## src/hw/rtl/dbcs_pkg.sv

```systemverilog
`default_nettype none

package dbcs_pkg;

    // Default table depth and fixed codes
    localparam int TABLE_ENTRIES_DEF = 128;
    localparam logic [7:0] THRESH_RESET = 8'hD1;
    localparam logic [7:0] NEWLINE_CODE = 8'h0A;

    // Request kinds carried on the input tuser bit
    localparam logic REQ_TEXT    = 1'b0;
    localparam logic REQ_PRELOAD = 1'b1;

    // Controller states
    typedef enum logic [1:0] {
        ST_IDLE,
        ST_SEARCH,
        ST_APPEND,
        ST_EMIT
    } state_t;

    // How the pending result register is loaded
    typedef enum logic [2:0] {
        RES_NONE,
        RES_EOT,
        RES_ECHO,
        RES_HIT,
        RES_APPEND
    } res_op_t;

    // Controller to datapath
    typedef struct packed {
        logic    take_lead;
        logic    clear_await;
        logic    latch_text;
        logic    latch_preload;
        logic    search_start;
        logic    search_issue;
        res_op_t res_op;
        logic    out_load;
    } ctrl_cmd_t;

    // Datapath to controller
    typedef struct packed {
        logic preload;
        logic byte_zero;
        logic byte_newline;
        logic awaiting;
        logic lead_ok;
        logic count_zero;
        logic hit;
        logic miss_end;
        logic out_free;
    } dp_status_t;

endpackage

`default_nettype wire

```

## src/hw/rtl/dbcs_ctrl.sv

```systemverilog
`default_nettype none

module dbcs_ctrl (
    input  wire                     clk,
    input  wire                     rst_n,
    input  wire                     s_tvalid,
    output logic                    s_tready,
    input  dbcs_pkg::dp_status_t    status,
    output dbcs_pkg::ctrl_cmd_t     cmd
);
    import dbcs_pkg::*;

    state_t state_reg;
    state_t state_next;

    // State register
    always_ff @(posedge clk or negedge rst_n)
    begin
        if (!rst_n)
        begin
            state_reg <= ST_IDLE;
        end
        else
        begin
            state_reg <= state_next;
        end
    end

    // Next state and commands
    always_comb
    begin
        state_next = state_reg;
        cmd        = '0;
        cmd.res_op = RES_NONE;
        s_tready   = 1'b0;
        case (state_reg)
            ST_IDLE:
            begin
                s_tready = 1'b1;
                if (s_tvalid)
                begin
                    if (status.preload)
                    begin
                        if (status.byte_zero)
                        begin
                            cmd.res_op = RES_ECHO;
                            state_next = ST_EMIT;
                        end
                        else
                        begin
                            cmd.latch_preload = 1'b1;
                            state_next        = ST_APPEND;
                        end
                    end
                    else if (!status.awaiting)
                    begin
                        // lead position
                        if (status.byte_zero)
                        begin
                            cmd.res_op = RES_EOT;
                            state_next = ST_EMIT;
                        end
                        else if (!status.byte_newline)
                        begin
                            cmd.take_lead = 1'b1;
                        end
                    end
                    else
                    begin
                        // trail position
                        cmd.clear_await = 1'b1;
                        if (status.byte_zero)
                        begin
                            cmd.res_op = RES_EOT;
                            state_next = ST_EMIT;
                        end
                        else if (status.lead_ok)
                        begin
                            cmd.latch_text = 1'b1;
                            if (status.count_zero)
                            begin
                                state_next = ST_APPEND;
                            end
                            else
                            begin
                                cmd.search_start = 1'b1;
                                state_next       = ST_SEARCH;
                            end
                        end
                    end
                end
            end
            ST_SEARCH:
            begin
                cmd.search_issue = 1'b1;
                if (status.hit)
                begin
                    cmd.res_op = RES_HIT;
                    state_next = ST_EMIT;
                end
                else if (status.miss_end)
                begin
                    state_next = ST_APPEND;
                end
            end
            ST_APPEND:
            begin
                cmd.res_op = RES_APPEND;
                state_next = ST_EMIT;
            end
            ST_EMIT:
            begin
                if (status.out_free)
                begin
                    cmd.out_load = 1'b1;
                    state_next   = ST_IDLE;
                end
            end
            default:
            begin
                state_next = ST_IDLE;
            end
        endcase
    end

endmodule

`default_nettype wire

```

## src/hw/rtl/dbcs_datapath.sv

```systemverilog
`default_nettype none

module dbcs_datapath #(
    parameter int TABLE_ENTRIES = dbcs_pkg::TABLE_ENTRIES_DEF
) (
    input  wire                     clk,
    input  wire                     rst_n,
    input  wire                     cfg_we,
    input  wire  [7:0]              cfg_wdata,
    input  wire                     in_type,
    input  wire  [7:0]              in_byte,
    input  wire  [7:0]              in_trail,
    input  dbcs_pkg::ctrl_cmd_t     cmd,
    output dbcs_pkg::dp_status_t    status,
    output logic                    m_valid,
    input  wire                     m_ready,
    output logic [31:0]             m_data,
    output logic                    m_last
);
    import dbcs_pkg::*;

    localparam int CNT_W  = $clog2(TABLE_ENTRIES + 1);
    localparam int ADDR_W = $clog2(TABLE_ENTRIES);

    // Code table
    logic [15:0] mem [TABLE_ENTRIES];

    logic [7:0]        thr_reg;
    logic [CNT_W-1:0]  count_reg;
    logic              await_reg;
    logic [7:0]        held_reg;
    logic [15:0]       code_reg;
    logic [CNT_W-1:0]  idx_reg;
    logic [15:0]       rd_data_reg;
    logic              rd_valid_reg;
    logic              rd_last_reg;

    logic [7:0]        res_lead_reg;
    logic [7:0]        res_trail_reg;
    logic              res_added_reg;
    logic              res_full_reg;
    logic [7:0]        res_count_reg;
    logic              res_eot_reg;

    logic              m_valid_reg;
    logic [31:0]       m_data_reg;
    logic              m_last_reg;

    logic              full;
    logic              issue;
    logic [CNT_W-1:0]  count_next;

    assign full  = (count_reg == CNT_W'(TABLE_ENTRIES));
    assign issue = cmd.search_issue && (idx_reg < count_reg);
    assign count_next = full ? count_reg : count_reg + CNT_W'(1);

    // Status toward the controller
    always_comb
    begin
        status.preload      = (in_type == REQ_PRELOAD);
        status.byte_zero    = (in_byte == 8'd0);
        status.byte_newline = (in_byte == NEWLINE_CODE);
        status.awaiting     = await_reg;
        status.lead_ok      = (held_reg >= thr_reg);
        status.count_zero   = (count_reg == '0);
        status.hit          = rd_valid_reg && (rd_data_reg == code_reg);
        status.miss_end     = rd_valid_reg && rd_last_reg && (rd_data_reg != code_reg);
        status.out_free     = !m_valid_reg || m_ready;
    end

    // Control state: threshold, pairing, fill count, read pipeline valid, output valid
    always_ff @(posedge clk or negedge rst_n)
    begin
        if (!rst_n)
        begin
            thr_reg      <= THRESH_RESET;
            count_reg    <= '0;
            await_reg    <= 1'b0;
            held_reg     <= 8'd0;
            rd_valid_reg <= 1'b0;
            m_valid_reg  <= 1'b0;
        end
        else
        begin
            if (cfg_we)
            begin
                thr_reg <= cfg_wdata;
            end
            if (cmd.take_lead)
            begin
                held_reg  <= in_byte;
                await_reg <= 1'b1;
            end
            else if (cmd.clear_await)
            begin
                await_reg <= 1'b0;
            end
            if (cmd.res_op == RES_APPEND)
            begin
                count_reg <= count_next;
            end
            if (cmd.search_start)
            begin
                rd_valid_reg <= 1'b0;
            end
            else
            begin
                rd_valid_reg <= issue;
            end
            if (cmd.out_load)
            begin
                m_valid_reg <= 1'b1;
            end
            else if (m_ready)
            begin
                m_valid_reg <= 1'b0;
            end
        end
    end

    // Search address, table access and result payload
    always_ff @(posedge clk)
    begin
        if (cmd.latch_text)
        begin
            code_reg <= {held_reg, in_byte};
        end
        else if (cmd.latch_preload)
        begin
            code_reg <= {in_byte, in_trail};
        end

        if (cmd.search_start)
        begin
            idx_reg <= '0;
        end
        else if (issue)
        begin
            idx_reg <= idx_reg + CNT_W'(1);
        end

        if (issue)
        begin
            rd_data_reg <= mem[idx_reg[ADDR_W-1:0]];
            rd_last_reg <= ((idx_reg + CNT_W'(1)) == count_reg);
        end

        if ((cmd.res_op == RES_APPEND) && !full)
        begin
            mem[count_reg[ADDR_W-1:0]] <= code_reg;
        end

        case (cmd.res_op)
            RES_EOT:
            begin
                res_lead_reg  <= 8'd0;
                res_trail_reg <= 8'd0;
                res_added_reg <= 1'b0;
                res_full_reg  <= 1'b0;
                res_count_reg <= 8'(count_reg);
                res_eot_reg   <= 1'b1;
            end
            RES_ECHO:
            begin
                res_lead_reg  <= in_byte;
                res_trail_reg <= in_trail;
                res_added_reg <= 1'b0;
                res_full_reg  <= 1'b0;
                res_count_reg <= 8'(count_reg);
                res_eot_reg   <= 1'b0;
            end
            RES_HIT:
            begin
                res_lead_reg  <= code_reg[15:8];
                res_trail_reg <= code_reg[7:0];
                res_added_reg <= 1'b0;
                res_full_reg  <= 1'b0;
                res_count_reg <= 8'(count_reg);
                res_eot_reg   <= 1'b0;
            end
            RES_APPEND:
            begin
                res_lead_reg  <= code_reg[15:8];
                res_trail_reg <= code_reg[7:0];
                res_added_reg <= !full;
                res_full_reg  <= full;
                res_count_reg <= 8'(count_next);
                res_eot_reg   <= 1'b0;
            end
            default:
            begin
            end
        endcase

        // Output register
        if (cmd.out_load)
        begin
            m_data_reg <= {6'd0, res_count_reg, res_full_reg, res_added_reg,
                           res_trail_reg, res_lead_reg};
            m_last_reg <= res_eot_reg;
        end
    end

    assign m_valid = m_valid_reg;
    assign m_data  = m_data_reg;
    assign m_last  = m_last_reg;

endmodule

`default_nettype wire

```

## src/hw/rtl/double_byte_code_set_collector_core.sv

```systemverilog
// A lead byte, newline or ignored pair gives no result and leaves the block idle.
// A nonzero-lead preload goes through the append and emit states, a zero-lead preload or
// end-of-text item straight to emit; a collected pair is first searched one entry per cycle,
// then appended on a miss. A new item is taken only after the result enters the output register.
// Reset (rst_n low, async) empties the table count, clears pairing state and
// restores lead_threshold to 0xD1; table contents are not cleared.
`default_nettype none

module double_byte_code_set_collector_core #(
    parameter int TABLE_ENTRIES = dbcs_pkg::TABLE_ENTRIES_DEF
) (
    input  wire         clk,
    input  wire         rst_n,
    // configuration
    input  wire         cfg_we,
    input  wire  [7:0]  cfg_wdata,     // lead_threshold
    // input stream
    input  wire         s_axis_tvalid,
    output logic        s_axis_tready,
    input  wire  [15:0] s_axis_tdata,  // [7:0] byte_value, [15:8] trail_value
    input  wire         s_axis_tuser,  // [0] req_type
    // result stream
    output logic        m_axis_tvalid,
    input  wire         m_axis_tready,
    output logic [31:0] m_axis_tdata,  // [7:0] lead_byte, [15:8] trail_byte,
                                       // [16] newly_added, [17] table_full,
                                       // [25:18] entry_count, [31:26] zero
    output logic        m_axis_tlast   // end_of_text
);
    import dbcs_pkg::*;

    ctrl_cmd_t  cmd;
    dp_status_t status;

    // Sequencer
    dbcs_ctrl u_ctrl (
        .clk      (clk),
        .rst_n    (rst_n),
        .s_tvalid (s_axis_tvalid),
        .s_tready (s_axis_tready),
        .status   (status),
        .cmd      (cmd)
    );

    // Table, search pipeline and output register
    dbcs_datapath #(
        .TABLE_ENTRIES (TABLE_ENTRIES)
    ) u_datapath (
        .clk       (clk),
        .rst_n     (rst_n),
        .cfg_we    (cfg_we),
        .cfg_wdata (cfg_wdata),
        .in_type   (s_axis_tuser),
        .in_byte   (s_axis_tdata[7:0]),
        .in_trail  (s_axis_tdata[15:8]),
        .cmd       (cmd),
        .status    (status),
        .m_valid   (m_axis_tvalid),
        .m_ready   (m_axis_tready),
        .m_data    (m_axis_tdata),
        .m_last    (m_axis_tlast)
    );

endmodule

`default_nettype wire

```

## config.mk

```make
export PLATFORM = sky130hd
export DESIGN_NAME = double_byte_code_set_collector_core
export DESIGN_NICKNAME = d
export VERILOG_FILES = /design/src/hw/rtl/dbcs_pkg.sv /design/src/hw/rtl/dbcs_ctrl.sv /design/src/hw/rtl/dbcs_datapath.sv /design/src/hw/rtl/double_byte_code_set_collector_core.sv
export SDC_FILE = /design/constraint.sdc
export NUM_CORES = 2
export LEC_CHECK = 0
export BUFFER_PORTS_ARGS = -buffer_cell sky130_fd_sc_hd__buf_4
export CAP_MARGIN = 10
export CORE_ASPECT_RATIO = 0.8
export CORE_UTILIZATION = 55
export DETAILED_ROUTE_END_ITERATION = 8
export GPL_TIMING_DRIVEN = 0
export PLACE_DENSITY = 0.69
export SLEW_MARGIN = 20
export SYNTH_ARGS = -nofsm -noshare
export SYNTH_HDL_FRONTEND = slang
export SYNTH_SLANG_ARGS = --single-unit
export TNS_END_PERCENT = 20
```

## constraint.sdc

```tcl
create_clock -name clk -period 3.3 [get_ports clk]
set_clock_uncertainty 0.1 [all_clocks]
set_input_delay 0 -clock clk [delete_from_list [all_inputs] [get_ports clk]]
set_output_delay 0 -clock clk [all_outputs]
set_load 0.01 [all_outputs]
```

* Yosys cells after proc, flatten, opt, wreduce, memory -nomap -nowiden
Memory sizes are Yosys's and may differ from the RTL's. A register that Yosys moved wholly into a read port is not among the register bits.
Cells that the tools add are included.
** Word-level totals
- Bits in latches :: 0
- Memories kept :: 1
- Bits in read-only memories :: 0
- Register bits after elaboration :: 108
- RAM bits :: 2048
** Cells by class
- Equal/unequal tests :: 17
- Multiplexer cells :: 54
- Div/mod/pow operators :: 0
- Add/subtract/negate cells :: 2
- Bitwise gates (word level) :: 0
- Reduce and logical (&&, ||, !) cells :: 21
- Shifts and indexed selects :: 0
- Magnitude comparators :: 2
- Multiply operators :: 0
** Memories
- u_datapath.mem :: words 128, width 16, rd ports 1, clocked after memory_dff 1, write ports 1, RTL line dbcs_datapath.sv:26 : logic [15:0] mem [TABLE_ENTRIES];
** Operator list (number)
- $pmux W8 S3 :: 2
- $mux W16 :: 2
- $mux W2 :: 13
- $mux W1 :: 25
- $add A8 B1 Y8 const B :: 2
- $eq A16 B16 Y1 :: 1
- $logic_not A8 Y1 :: 2
- $ne A16 B16 Y1 :: 1
- $pmux W8 S2 :: 1
- $mux W5 :: 2
- $reduce_bool A2 Y1 :: 5
- $mux W3 :: 3
- $pmux W3 S3 :: 1
- $eq A8 B4 Y1 const B :: 1
- $eq A8 B8 Y1 :: 1
- $eq A8 B8 Y1 const B :: 1
- $ge A8 B8 Y1 :: 1
- $lt A8 B8 Y1 :: 1
- $mux W8 :: 1
- $pmux W2 S4 :: 1
- $eq A3 B2 Y1 const B :: 2
- $pmux W1 S2 :: 3
- $reduce_or A3 Y1 :: 2
- $logic_and A1 B1 Y1 :: 5
- other kinds (14) :: 17

* Logic depth before layout (Yosys ltp)
- Depth in word-level cells :: 10
- Depth in mapped cells :: 14

* Hierarchy
From an unflattened synthesis, not the netlist that was laid out.
** Second synthesis, totals
- Cells, all modules :: 4202
- Area, all modules :: 84320.9 um^2
** Modules (own cells, without submodules)
- dbcs_datapath :: seq. area each 64952.3 um^2, instances 1, area an instance 84025.6 um^2, cells each 4163
- dbcs_ctrl :: seq. area each 50.0 um^2, instances 1, area an instance 295.3 um^2, cells each 39

* Worst setup path before layout
Ideal clock, no wire load.
- Kind :: register to register
- Start :: register u_datapath.code_reg[8]
- End :: register u_datapath.res_eot_reg, enable pin
- Slack :: -346 ps
- Required time :: 2828 ps
- Arrival time :: 3174 ps
- Setup time :: 372 ps
- Cell stages (with the launch flop) :: 7
- Cell sequence :: edfxtp_1 > xnor2_1 > nand4_1 > nor3_1 > nand3_1 > o21ai_0 > a21o_1
** Between the ends
- Cells in the longest elaborated chain, start to end :: 7
- Elaborated cells on any way between the ends :: 10
- Those cells by class :: eq/ne: 5; mux: 2; reduce/logical: 3
** Ends and longest elaborated chain
- from (decl) :: RTL line dbcs_datapath.sv:32 : logic [15:0] code_reg;
- from (signal assigned) :: RTL line dbcs_datapath.sv:126 : code_reg <= {held_reg, in_byte};
- from (signal assigned) :: RTL line dbcs_datapath.sv:130 : code_reg <= {in_byte, in_trail};
- $eq A16 B16 Y1 (*) :: RTL line dbcs_datapath.sv:66 : status.hit = rd_valid_reg && (rd_data_reg == code_reg);
- $logic_and A1 B1 Y1 (*) :: RTL line dbcs_datapath.sv:66
- $mux W2 (*) :: RTL line dbcs_ctrl.sv:96 : if (status.hit)
- $pmux W3 S3 (*) :: RTL line dbcs_ctrl.sv:36 : case (state_reg)
- $eq A3 B2 Y1 or $eq A3 B3 Y1 (tied branches) :: RTL line dbcs_datapath.sv:153 : case (cmd.res_op)
- $reduce_or A3 Y1 (no line)
- $reduce_bool A2 Y1 (no line) (*)
- to (signal assigned) :: RTL line dbcs_datapath.sv:161 : res_eot_reg <= 1'b1;
- to (signal assigned) :: RTL line dbcs_datapath.sv:170 : res_eot_reg <= 1'b0;
- to (signal assigned) :: RTL line dbcs_datapath.sv:179 : res_eot_reg <= 1'b0;
- to (decl) :: RTL line dbcs_datapath.sv:43 : logic res_eot_reg;
Mark *: on every way between the ends. The rest lies on a longest branch, timed or not.
A chain may end at the register's enable or synchronous reset.

* Final worst setup path
- Start :: register u_datapath.count_reg[3]
- End :: register u_datapath.res_count_reg[7], data pin
** Between the ends
- Cells in the longest elaborated chain, start to end :: 3
- Elaborated cells on any way between the ends :: 4
- Those cells by class :: add/sub: 1; eq/ne: 1; mux: 2
** Ends and longest elaborated chain
- from (decl) :: RTL line dbcs_datapath.sv:29 : logic [CNT_W-1:0] count_reg;
- from (signal assigned) :: RTL line dbcs_datapath.sv:100 : count_reg <= count_next;
- $add A8 B1 Y8 or $eq A8 B8 Y1 (tied branches) :: RTL line dbcs_datapath.sv:55, dbcs_datapath.sv:53
- $mux W8 (*) :: RTL line dbcs_datapath.sv:55 : assign count_next = full ? count_reg : count_reg + CNT_W'(1);
- $pmux W8 S2 (*) :: RTL line dbcs_datapath.sv:153
- to (signal assigned) :: RTL line dbcs_datapath.sv:160 : res_count_reg <= 8'(count_reg);
- to (signal assigned) :: RTL line dbcs_datapath.sv:169 : res_count_reg <= 8'(count_reg);
- to (signal assigned) :: RTL line dbcs_datapath.sv:178 : res_count_reg <= 8'(count_reg);
- to (decl) :: RTL line dbcs_datapath.sv:42 : logic [7:0] res_count_reg;
Marks and branches as above.

==> summary.md <==
| Metric | Value |
|---|---|
| Max-cap violation count | 0 |
| Unrepaired setup endpoints after global routing | true |
| GRT Residual Overflow | 0 |
| Area Growth Syn to Fin | 18.2% |
| Crit share post-route | 104% |
| Gate Count Post-Synth | between 4000 and 5000 |
| Drt wl/cell | around 32 um |
| First-pass iteration count of the detailed router | 6 |
| Post-Route WL | about 220000 um |
| CTS buffer count | 197 |
| Crit path DAT | between 3 and 4 ns |
| First-pass GRT wire length | between 300000 and 400000 um |
| Initial antenna violation count | 5 |
| Critical path class | flip-flop to flip-flop |
| Leakage | between 30 and 40 nW |
| P per Cell Area | ~810 mW/mm2 |
| Root buf cell | clkbuf_16 |
| Max_slew headroom | approximately 27% |
| Drt via density | around 6.4 |
| Mean post-synth cell area | approximately 20 um2 |
| Sequential element share of the synthesized area | between 70% and 80% |
| Worst-path maximum fanout | 10 |
| Number of flops mapped to enable cells by yosys | about 2100 |
| Max Transition Viols Final | 0 |
| Vias in the first global route | roughly 44000 |
| Final Power | 80.8 mW |
| Asr flop ratio synth | roughly 1.3% |
| # setup viols final | between 150 and 200 |
| DP Worst Slack | -1.62 ns |
| Die Y | 352 um |
| Upper clock frequency limit | ~290 MHz |
| Core Box Area | 0.152 mm2 |
| Share of layout cells above drive strength 1 | between 20 and 30% |
| Most common cell after layout, fill and taps aside | edfxtp_1 |
| Commonest non-fill, non-tap cells in the layout | 2135 x edfxtp_1, 402 x mux2i_1, 336 x mux4_2, 203 x clkbuf_16, 186 x a22oi_1 |
| Gpl congestion | ~0.96 |
| FF-to-FF path depth | 5 |
| Minimum clock period | about 3.4 ns |
| Most used DFF post-synth | edfxtp_1 |
| DR DRC count | 0 |
| Synthesis Warnings | 0 |
| Failing checks | setup timing |
| Crit path capture type | flip-flop |
| Synth Cell Area | approximately 0.084 mm2 |
| Clock Tree Buf Depth | 3 |
| Number of H-tree levels | 4 |
| Hold Vio Cnt, Final | 0 |
| PortBufs | 58 |
| Iteration-0 DRC count of the detailed router | 6171 |
| Final worst-path setup slack | -0.143 ns |
| Post-DP HPWL | between 150000 and 200000 um |
| Die area | between 0.15 and 0.2 mm2 |
| Pin count of the biggest net entering global routing | 30 |
| CP required | around 3.8 ns |
| # clock sinks | around 2200 |
| Setup TNS | -8.62 ns |
| Worst-Margin Slew | 1.09 ns |
| Worst-path clk slew | about 0.08 ns |
| Yosys reg bits | roughly 2200 |
| Number of flip-flops in the largest register | just over 2000 |
| Io pins | 65 |
| Placed insts | 6502 |
| Peak VDD IR | a little under 600 uV |
| HP Class | input port to asynchronous set/reset pin |
| CTS tree | yes |
| Antenna Nets Post-Route | 0 |
| # nets final | roughly 4800 |
| Std-Cell Rows | ~130 |
| Cell Count, Final, Fillers Out | 6959 |
| Starting Density | a little under three fifths |
| Ant. Diodes | 0 |
| Gr usage total | between 20 and 30% |
| Clk_lat worst skew | 0.84 ns |
| Die W | 440 um |
| Count of different cell masters after synthesis | 61 |
| Via Count | approximately 45000 |
| CP Launch Type | flip-flop |
| Outcome | finished with violations |
[cells by family (layout without fill, tap and decap cells)]
family | after synthesis | count (layout) | synth area share [%]
flip-flops | 2172 | 2172 | 77.1
AND/OR/NAND/NOR | 483 | 483 | 2.61
multiplexers | 762 | 762 | 14.1
adder cells (fa/ha/maj) | 24 | 24 | 0.356
XOR/XNOR | 32 | 32 | 0.333
other | 1 | 6 | 0.00445
AO/OA/AOI/OAI | 453 | 453 | 3.95
buffers and inverters | 277 | 1012 | 1.55
[cell usage after synthesis (11+ instances only)]
master	count	area, um2
a211oi_1	34	255
a21oi_1	64	320
a221oi_1	21	184
a221oi_2	11	165
a22o_1	32	280
a22oi_1	192	1440
a31oi_1	17	106
buf_1	19	71.3
buf_2	81	405
buf_4	16	120
buf_6	12	135
clkbuf_1	108	405
dfrtp_1	25	626
edfxtp_1	2135	64100
ha_1	24	300
inv_1	40	150
mux2_2	24	270
mux2i_1	402	4020
mux4_2	336	7570
nand2_1	165	619
nand3_1	52	260
nor2_1	150	563
nor2b_1	44	275
nor4_1	21	131
o21ai_0	19	95.1
o221ai_1	16	140
o22ai_1	25	156
xnor2_1	24	210
[where the power goes]
part / leakage (nW) / switching (mW) / internal, mW
clock: 3.05 / 9.99 / 12.4
combinational: 10.5 / 16.4 / 9.79
sequential: 19.6 / 0.506 / 31.7
total: 33.2 / 26.9 / 53.9
[final cells by class]
class | count | area (um2)
Tap cell | 2015 | 2520
Sequential cell | 2172 | 65000
Buffer | 232 | 1480
Clock buffer | 254 | 5300
Inverter | 40 | 150
Multi-Input combinational cell | 1760 | 19600
Fill cell | 9831 | 52500
Clock inverter | 111 | 946
Timing Repair Buffer | 375 | 4610
[per-stage QoR]
step                hold slack [ns]  area (um2)  utilization (%)
CTS                          0.0744       99100             65.2
finish                        0.142       99600             65.5
floorplan                    -0.396       84300                -
global placement             -0.150       87300             57.4
global route                  0.156       99600             65.5
detailed placement           -0.140       90800             59.7
[timing repair]
item                        CTS  global route
gates resized for setup     272           104
cloned                        0             0
pin swaps                     5             8
buffers inserted              5             5
hold endpoints to repair    126             0
hold buffers                 87             0
setup endpoints to repair  1954           537
[worst paths after layout]
check / endpoint / slack [ns] / startpoint
min: u_datapath.thr_reg[5] / 0.14 / rst_n
min in group clk: u_ctrl.state_reg[1] / 0.18 / s_axis_tuser
max reg2reg: u_datapath.res_count_reg[7] / -0.14 / u_datapath.count_reg[3]
min reg2reg: u_datapath.m_data[13] / 0.32 / u_datapath.res_trail_reg[5]
max in group asynchronous: u_datapath.thr_reg[7] / 2.71 / rst_n
max: u_datapath.res_count_reg[7] / -0.14 / u_datapath.count_reg[3]
[metal layers]
| layer | share of wire (%) | GRT usage (%) | wire length, um | vias up |
|---|---|---|---|---|
| met5 | 0.0067 | 0 | 15 | - |
| met1 | 41 | 43.6 | 91700 | 23400 |
| met3 | 11 | 7.46 | 25100 | 356 |
| met2 | 45 | 41.9 | 100000 | 2616 |
| met4 | 3.0 | 9.44 | 6660 | 2 |
| li1 | - | - | - | 18500 |
[critical path, stage by stage, from the launching register on]
cell     delay, ns
dfrtp_1       0.43
buf_1         0.57
nand4_1       0.91
nor2_2        0.78
buf_6         0.25
xnor2_1       0.12
Note: power is estimated with default switching activity, not from simulation.
